==> src/rtl/core/jfp_win_cell.sv <==
`timescale 1ns / 1ps
`default_nettype none

// one window column: {bottom, middle, top}
module jfp_win_cell #(
  parameter int W = 25
) (
  input  wire logic           clk,
  input  wire logic           rst_n,
  input  wire logic           en,
  input  wire logic [3*W-1:0] col_in,
  output logic      [3*W-1:0] col_out
);

  logic [3*W-1:0] col_r;
  logic [3*W-1:0] col_nxt;

  always_comb begin
    col_nxt = en ? col_in : col_r;
  end

  always_ff @(posedge clk) begin
    if (!rst_n) begin
      col_r <= '0;
    end else begin
      col_r <= col_nxt;
    end
  end

  assign col_out = col_r;

endmodule

`default_nettype wire

==> config.mk <==
export PLATFORM = sky130hd
export DESIGN_NAME = jfp_win_cell
export DESIGN_NICKNAME = d
export VERILOG_FILES = /design/src/rtl/core/jfp_win_cell.sv
export SDC_FILE = /design/constraint.sdc
export NUM_CORES = 1
export LEC_CHECK = 0
export BUFFER_PORTS_ARGS = -buffer_cell sky130_fd_sc_hd__buf_2
export CAP_MARGIN = 20
export CELL_PAD_IN_SITES_DETAIL_PLACEMENT = 1
export CELL_PAD_IN_SITES_GLOBAL_PLACEMENT = 2
export CORE_UTILIZATION = 26
export CTS_CLUSTER_DIAMETER = 60
export DETAILED_ROUTE_END_ITERATION = 7
export HOLD_SLACK_MARGIN = 0.02
export PLACE_DENSITY_LB_ADDON = 0.1
export SLEW_MARGIN = 30
export SYNTH_ARGS = -nofsm -noshare
export SYNTH_HDL_FRONTEND = slang
export SYNTH_SLANG_ARGS = --single-unit
==> constraint.sdc <==
create_clock -name clk -period 1.1 [get_ports clk]
set_clock_uncertainty 0.1 [all_clocks]
set_input_delay 0.22 -clock clk [delete_from_list [all_inputs] [get_ports clk]]
set_output_delay 0.22 -clock clk [all_outputs]
set_load 0.05 [all_outputs]
Word level (Yosys, flattened, before mapping):

Index checks and enable logic that the tools add are counted.

* input bits: 78
* register bits: 75
* output and inout port bits: 75
* word-level logic and storage cells: 1

Depth between registers and ports, before layout:

Gate-level depths: netlist of the first run.

* depth after elaboration: 0
* depth in mapped cells: 5
* gate-level depth less buffers: 2

Worst setup path before layout of the first run:

No wires, ideal clock.

* path type: input to register
* from: input en
* to: register col_r[23], in the netlist col_out[23]
* data required time: 0.883 ns
* library setup time: 0.117 ns
* cell stages on the path: 5
* slack: 0.055 ns
* arrival: 0.828 ns
* buffers on the path: 3
* path through: buf_4 -> buf_12 -> buf_12 -> mux2i_1 -> nor2b_1

RTL lines
* start: declaration: RTL line 10 `input wire logic en,`
* end signal: assignment: RTL line 26 `col_r <= col_nxt;`
* end: declaration: RTL line 15 `logic [3*W-1:0] col_r;`

Worst setup path after layout of the first run:

* from: register col_r[6], in the netlist col_out[6]
* to: output col_out[6]

RTL lines
* end: declaration: RTL line 12 `output logic [3*W-1:0] col_out`

No word-level cell between the ends.

==> results of run 1 <==
==> timing repair <==
| item | in CTS | in global routing |
|---|---|---|
| buffers inserted | 0 | 1 |
| endpoints found under the hold margin | 16 | 0 |
| hold buffers | 16 | 0 |
| gates resized for setup | 268 | 22 |
| endpoints found under the setup margin | 75 | 75 |
==> worst reg2reg max path: cells and delay by family, from the launching register on <==
family / cells / cell delay, ps
buffers and inverters: 1 / 120
flip-flops: 1 / 330
multiplexers: 1 / 110
AND/OR/NAND/NOR: 1 / 50
==> cells by family (layout without fill, tap and decap cells) <==
kind of cell,count (synthesis),in the layout
buffers and inverters,17,191
and+or+nand+nor,75,75
muxes,75,75
DFF,75,75
==> cells in the mapped netlist <==
| library cell | instances | area (um2) |
|---|---|---|
| buf_2 | 1 | 5.00 |
| dfxtp_1 | 75 | 1500 |
| clkbuf_1 | 7 | 26.3 |
| buf_4 | 3 | 22.5 |
| mux2i_1 | 75 | 751 |
| buf_12 | 6 | 120 |
| nor2b_1 | 75 | 469 |
==> per-stage QoR <==
stage,std cells,TNS (ps)
after detailed placement,523,-708
after global routing,556,-7420
after global placement,523,-46.5
final,556,-4110
after CTS,555,-5990
after floorplan,242,0
==> cell type report <==
cell class                      instances  area share, %
Multi-Input combinational cell        150           24.7
Sequential cell                        75           32.4
Tap cell                              140           3.55
Clock inverter                          5          0.736
Timing Repair Buffer                  175           35.5
Clock buffer                           11           3.07
==> worst paths after layout <==
kind	endpoint	from	cells past startpoint	slack, ps
worst max-delay path	col_out[6]	col_out[6]$_SDFFE_PN0P_	1	-70
worst min-delay path	col_out[34]$_SDFFE_PN0P_	col_in[34]	3	30
worst max register to register	col_out[23]$_SDFFE_PN0P_	col_out[23]$_SDFFE_PN0P_	3	280
worst min register to register	col_out[60]$_SDFFE_PN0P_	col_out[60]$_SDFFE_PN0P_	2	420
==> power by group through the flow <==
stage | Sequential, mW | Combinational, mW | Clock, mW
finish | 3.05 | 1.65 | 2.02
global route | 3.07 | 1.75 | 2.23
CTS | 3.04 | 1.63 | 2.11
detailed placement | 3.01 | 1.33 | 0
global placement | 3.01 | 1.31 | 0
floorplan | 3.58 | 0.400 | 0
==> layer usage <==
layer	up-vias	share of wire [%]	GRT usage [%]
li1	1133	-	-
met1	1065	42	15.8
met2	87	49	22.6
met3	11	7.9	4.66
met4	0	1.5	6.16
met5	-	0	0
==> impl_metrics.toml, run 1 <==
[status]
run_status = "finished, violations left"
violations = "setup timing"

[sta]
finalCriticalPeriod_ps = 1170
max-slew-margin-rel_pct = 89.7
final_hold_viol_count = 0
rsz0062_at_grt = "yes"
worst_pin_slew_ps = 150
whs_ps = 31.9
maxSlewViolCount = 0
setup-violations-final = 75
timing.fmax_mhz = 854
fin_crit_sh_pct = 106
setup_ws_ps = -70.8

[power]
vdd_drop_max_mv = 0.591
total_power_mw = 6.72
clockPowerShare_pct = 30.0
p_switching_mw = 2.09
p_leak_nw = 2.27
seqPwrFrac_pct = 45.4
p_sw_share_pct = 31.1
combPwrFrac_pct = 24.6
p_per_area_nw_per_um2 = 1360
p_int_mw = 4.63

[global_routing]
grtUsageTotal_pct = 13.6
grt.overflow.total = 0
grt_pass1_wl_mm = 12.0
antenna_found_initial = 0
first_global_vias = 2403
grt_max_degree = 40

[synthesis]
synth-seq-area-share_pct = 51.9
synth_warnings = 0
synth_compound_area_share_pct = 0
synth_top_family_by_area = "multiplexers"
synth-xor-area-share_pct = 0
ys_types = 7
ys_ff_latch = 75
netlist_area_um2 = 2900
synth_fp_nets = 320
synthMuxAreaShare_pct = 25.9
synthCells = 242
yosys.area_share.simple_pct = 16.2
yosys.area_share.adder_pct = 0
syn_avg_cell_area_um2 = 12.0

[clocking]
cts-root-buf = "clkbuf_8"
cts_max_path_buffers = 2
clock_latency_ps = 340
tritoncts = "yes"
clock_sinks = 75
clkSlewWorstSetupHoldPaths_ps = 90
cts-buffers-inserted = 9
htreeDepth = 3

[finish]
layout_common_cells = "buf_2, mux2i_1, nor2b_1, dfxtp_2, buf_8"
final_common_cell = "buf_2"
fin_area_um2 = 4930
utilization_pct = 45.5
syn_to_final_growth_pct = 70.3
diodes = 0
nets = 489
largest_reg_flops = 75
fillerInstances = 1169
multiInputGateArea_um2 = 1220
seq_area_um2 = 1600
drive_above_1_share_pct = 60.1

[setup_path]
cp_top_family = "flip-flops"
worstPathMaxFanout = 2
critical_path.max_stage_delay_ps = 360
critPathLaunchType = "register"
crit_chain = "buf_8"
cp.arrival_ps = 850
required_ps = 780
crit_buf_inv = 1
path_class = "register to primary output"
critPathCaptureType = "primary output"
cpMaxStageDelayCell = "dfxtp_2"

[place]
gp_congestion = 0.668
dp_hpwl_mm = 5.07
port_buffers = 152
pre_cts_ws_ps = -35.9
dpl-instance-area_um2 = 3770

[routing]
routedWlPerCell_um = 13.5
drt-initial-drc-count = 52
drtPass1Iterations = 4
drcViolationCount = 0
drt_wl_total_mm = 7.52
antenna_left = 0
routed_via_density = 4.13
vias = 2296

[floorplanning]
die-area_um2 = 11600
coreArea_um2 = 10800
start_util_pct = 26.7
die_h_um = 108
io_pins = 153
num_rows = 38
die_w_um = 108

[min_path]
hp-class = "input port to register"

[run]
max_cap_violations = 0
Power figures use the tool's default switching activity.
==> run 2: changes to the inputs <==
- CORE_ASPECT_RATIO: default -> 1.1
- CORE_MARGIN: default -> 8
- GPL_TIMING_DRIVEN: default -> 1
==> run 2 against run 1 <==
  * The run still ends with setup timing left
  * Fmax increased by 2.2%
  * Register-to-register slack got worse by 60 ps
  * Power increased by 13%
  * Cell count decreased by 0.90%
  * Non-clock buffer count decreased by 13
  * Cell area increased by 0.10%
  * Sequential share of layout area about the same
  * Sequential cell count unchanged
  * Clock power increased by 42%
==> impl_metrics.toml, run 2 (synthesis results as in run 1) <==
[routing]
antenna_left = 0
vias = 2296
drt-initial-drc-count = 66
drtPass1Iterations = 3
routed_via_density = 4.17
routedWlPerCell_um = 16.1
drcViolationCount = 0
drt_wl_total_mm = 8.89

[clocking]
htreeDepth = 3
tritoncts = "yes"
clkSlewWorstSetupHoldPaths_ps = 60
clock_latency_ps = 320
clock_sinks = 75
cts_hold_buffers = 0
cts-root-buf = "clkbuf_16"
cts-buffers-inserted = 9
cts_max_path_buffers = 2

[global_routing]
grt.overflow.total = 0
grtUsageTotal_pct = 12.1
antenna_found_initial = 1
first_global_vias = 2595
grt_max_degree = 56
grt_pass1_wl_mm = 13.6

[setup_path]
path_class = "register to primary output"
worstPathMaxFanout = 2
required_ps = 780
crit_buf_inv = 1
critPathCaptureType = "primary output"
crit_chain = "buf_8"
cp.arrival_ps = 830
cpMaxStageDelayCell = "dfxtp_2"
cp_top_family = "flip-flops"
critPathLaunchType = "register"
critical_path.max_stage_delay_ps = 350
worstRegToRegCells = 3
cp_num_cells = 1

[sta]
final_hold_viol_count = 0
fin_crit_sh_pct = 104
worst_pin_slew_ps = 160
finalCriticalPeriod_ps = 1150
maxSlewViolCount = 0
max-slew-margin-rel_pct = 89.0
whs_ps = 49.3
setup_ws_ps = -45.8
timing.fmax_mhz = 873
rsz0062_at_grt = "yes"
finalSetupTns_ps = -2420
setup-violations-final = 75

[power]
p_per_area_nw_per_um2 = 1530
vdd_drop_max_mv = 0.575
p_leak_nw = 2.28

[place]
port_buffers = 152
dp_cells = 531
dp_hpwl_mm = 6.18
gp_congestion = 0.656

[floorplanning]
start_util_pct = 26.5
die-area_um2 = 14800
num_rows = 40
io_pins = 153
die_h_um = 127
coreArea_um2 = 10900
die_w_um = 117

[run]
max_cap_violations = 0

[min_path]
whs_path_depth = 3
hp-class = "input port to register"

[finish]
syn_to_final_growth_pct = 70.4
drive_above_1_share_pct = 62.3
multiInputGateArea_um2 = 1220
fin_cells = 551
final_common_cell = "buf_2"
largest_reg_flops = 75
layout_common_cells = "buf_2, mux2i_1, nor2b_1, dfxtp_2, buf_8"
fillerInstances = 1195
nets = 476
seq_area_um2 = 1600

[status]
violations = "setup timing"
run_status = "finished, violations left"
## run 2: cell types whose count changed in the layout (fill, tap and decap cells not counted), sizes merged
cell and delta:
dlygate4sd3 -16, clkbuf +4, buf +3, clkinvlp -3
diode +1, inv -1
## run 2: worst min-delay path, stage by stage
cell,delay (ps)
buf_2,70
mux2i_1,50
nor2b_1,90
## run 2: layout make-up
class / count / area share [%]
flip-flops and latches: 75 / 32.3
clock buffers: 15 / 5.83
clock inverters: 1 / 0.101
repair buffers: 162 / 33.2
multi-input cells: 150 / 24.7
well taps: 147 / 3.73
diodes: 1 / 0.0507
## run 2: metal layers
| metal | track usage, % | share of wire [%] |
|---|---|---|
| met5 | 0 | 0.15 |
| met4 | 5.43 | 1.7 |
| met3 | 6.31 | 12 |
| met2 | 19.9 | 51 |
| met1 | 12.4 | 35 |
## run 2: per-stage QoR
| stage | area [um2] | setup slack [ps] | power, mW | util [%] |
|---|---|---|---|---|
| 2_1_floorplan | 2900 | 55.1 | 3.98 | - |
| 3_3_place_gp | 3780 | -5.16 | 4.34 | 34.7 |
| 3_5_place_dp | 3780 | -20.8 | 4.36 | 34.7 |
| 4_1_cts | 4910 | -62.6 | 7.67 | 45.0 |
| 5_1_grt | 4930 | -80.5 | 7.92 | 45.2 |
| 6_report | 4930 | -45.8 | 7.57 | 45.2 |
## run 2: where the power goes
part / switching, mW / internal [mW]
logic: 0.891 / 0.757
registers: 0.142 / 2.92
clock network: 1.09 / 1.77
## run 2: final timing paths
check	startpoint	end	slack, ps
hold / removal	col_in[73]	col_out[73]$_SDFFE_PN0P_	50
setup / recovery	col_out[20]$_SDFFE_PN0P_	col_out[20]	-50
hold reg to reg	col_out[30]$_SDFFE_PN0P_	col_out[30]$_SDFFE_PN0P_	420
setup reg to reg	col_out[17]$_SDFFE_PN0P_	col_out[17]$_SDFFE_PN0P_	220
## run 2: timing repair
item                                    in CTS  in global routing
gates resized for setup                    297                  0
setup buffers                                0                  3
endpoints found under the setup margin      75                 75
==> run 3: changes to the inputs <==
- HOLD_SLACK_MARGIN: 0.02 -> 0.06
==> run 3 against run 2 <==
  * The flow still finishes with violations (setup timing)
  * Sequential power about the same
  * Clock power about the same
  * Cell count increased by 11%
  * Worst hold slack improved by 16 ps
  * Sequential share of layout area decreased by 3.6 points
  * Largest power group unchanged
==> impl_metrics.toml, run 3 (synthesis results as in run 1) <==
[status]
run_status = "finished, violations left"
violations = "setup timing"

[sta]
fin_crit_sh_pct = 105
setup-violations-final = 75
setup_ws_ps = -51.3
rsz0062_at_grt = "yes"
finalSetupTns_ps = -2400
maxSlewViolCount = 0
timing.fmax_mhz = 869
max-slew-margin-rel_pct = 89.1
final_hold_viol_count = 0
worst_pin_slew_ps = 160
finalCriticalPeriod_ps = 1150

[routing]
drt_wl_total_mm = 9.62
antenna_left = 0
drt-met1-wl_mm = 3.55
routedWlPerCell_um = 15.7
wl_met2_mm = 4.94
drtPass1Iterations = 2
route.met3.wl_um = 970
maxUsedRoutingLayer = "met4"
routed_via_density = 4.10
drcViolationCount = 0
vias = 2507
drt-initial-drc-count = 42

[min_path]
hp-class = "input port to register"

[finish]
syn_to_final_growth_pct = 91.7
fin_area_um2 = 5550
layout_common_cells = "buf_2, mux2i_1, nor2b_1, dfxtp_2, buf_8"
nets = 538
diodes = 0
fin_cells = 612
largest_reg_flops = 75
utilization_pct = 50.9
drive_above_1_share_pct = 54.2
final_common_cell = "buf_2"

[setup_path]
worstPathMaxFanout = 2
required_ps = 780
cp.arrival_ps = 830
crit_chain = "buf_8"
cpMaxStageDelayCell = "dfxtp_2"
path_class = "register to primary output"
critPathLaunchType = "register"
critPathCaptureType = "primary output"
cp_top_family = "flip-flops"
critical_path.max_stage_delay_ps = 350
crit_buf_inv = 1

[clocking]
cts-buffers-inserted = 9
clock_sinks = 75
clkSlewWorstSetupHoldPaths_ps = 60
cts-root-buf = "clkbuf_16"
tritoncts = "yes"
clock_latency_ps = 320
cts_max_path_buffers = 2
htreeDepth = 3

[floorplanning]
num_rows = 40
die_w_um = 117
io_pins = 153
start_util_pct = 26.5
coreArea_um2 = 10900
die_h_um = 127
die-area_um2 = 14800

[global_routing]
grt_max_degree = 56
grtUsageTotal_pct = 13.2
antenna_found_initial = 0
first_global_vias = 2901
grt_pass1_wl_mm = 15.1
grt.overflow.total = 0

[place]
dp_hpwl_mm = 6.18
port_buffers = 152
gp_congestion = 0.656
dpl-instance-area_um2 = 3780
dp_cells = 531

[power]
total_power_mw = 7.74
p_leak_nw = 2.54
p_switching_mw = 2.14
p_int_mw = 5.59
seqPwrFrac_pct = 39.6
p_sw_share_pct = 27.7
vdd_drop_max_mv = 0.575
p_per_area_nw_per_um2 = 1390
combPwrFrac_pct = 23.7
clockPowerShare_pct = 36.8

[run]
max_cap_violations = 0
## run 3: cell types whose count changed in the layout (fill, tap and decap cells not counted), sizes merged
| cell | before | now |
|---|---|---|
| dlygate4sd3 | 0 | 61 |
| diode | 1 | 0 |
| buf | 162 | 163 |
## run 3: power groups by stage
stage | Clock [mW] | Sequential [mW] | Combinational, mW
2_1_floorplan | 0 | 3.58 | 0.400
3_3_place_gp | 0 | 3.01 | 1.33
3_5_place_dp | 0 | 3.01 | 1.35
4_1_cts | 2.96 | 3.06 | 1.83
5_1_grt | 3.08 | 3.08 | 1.93
6_report | 2.84 | 3.06 | 1.83
## run 3: worst paths after layout
check	cells past startpoint	start	to	slack, ps
worst min-delay path	3	col_in[55]	col_out[55]$_SDFFE_PN0P_	70
worst max register to register	3	col_out[42]$_SDFFE_PN0P_	col_out[42]$_SDFFE_PN0P_	240
worst max-delay path	1	col_out[37]$_SDFFE_PN0P_	col_out[37]	-50
worst min register to register	2	col_out[30]$_SDFFE_PN0P_	col_out[30]$_SDFFE_PN0P_	420
## run 3: layout make-up
type,count,area [um2]
fill,1178,5360
timing repair buffer,224,2260
sequential,75,1600
multi-input combinational,150,1220
clock buffer,15,288
tap,147,184
clock inverter,1,5.00
## run 3: metal layers
layer	vias to the layer above	global-route usage (%)
met1	1176	13.6
li1	1231	-
met2	89	22.9
met5	-	0
met4	0	5.43
met3	11	5.55
## run 3: per-stage QoR
step	hold WS (ps)	setup WS, ps
global route	80.1	-78.8
CTS	60.3	-62.6
floorplan	289	55.1
finish	65.5	-51.3
global placement	374	-5.16
detailed placement	385	-20.8
## run 3: what timing repair did
action                                  CTS  global route
buffers inserted                          0             4
gates resized for setup                 297             0
hold endpoints to repair                 61             0
hold buffers                             61             0
endpoints found under the setup margin   75            75
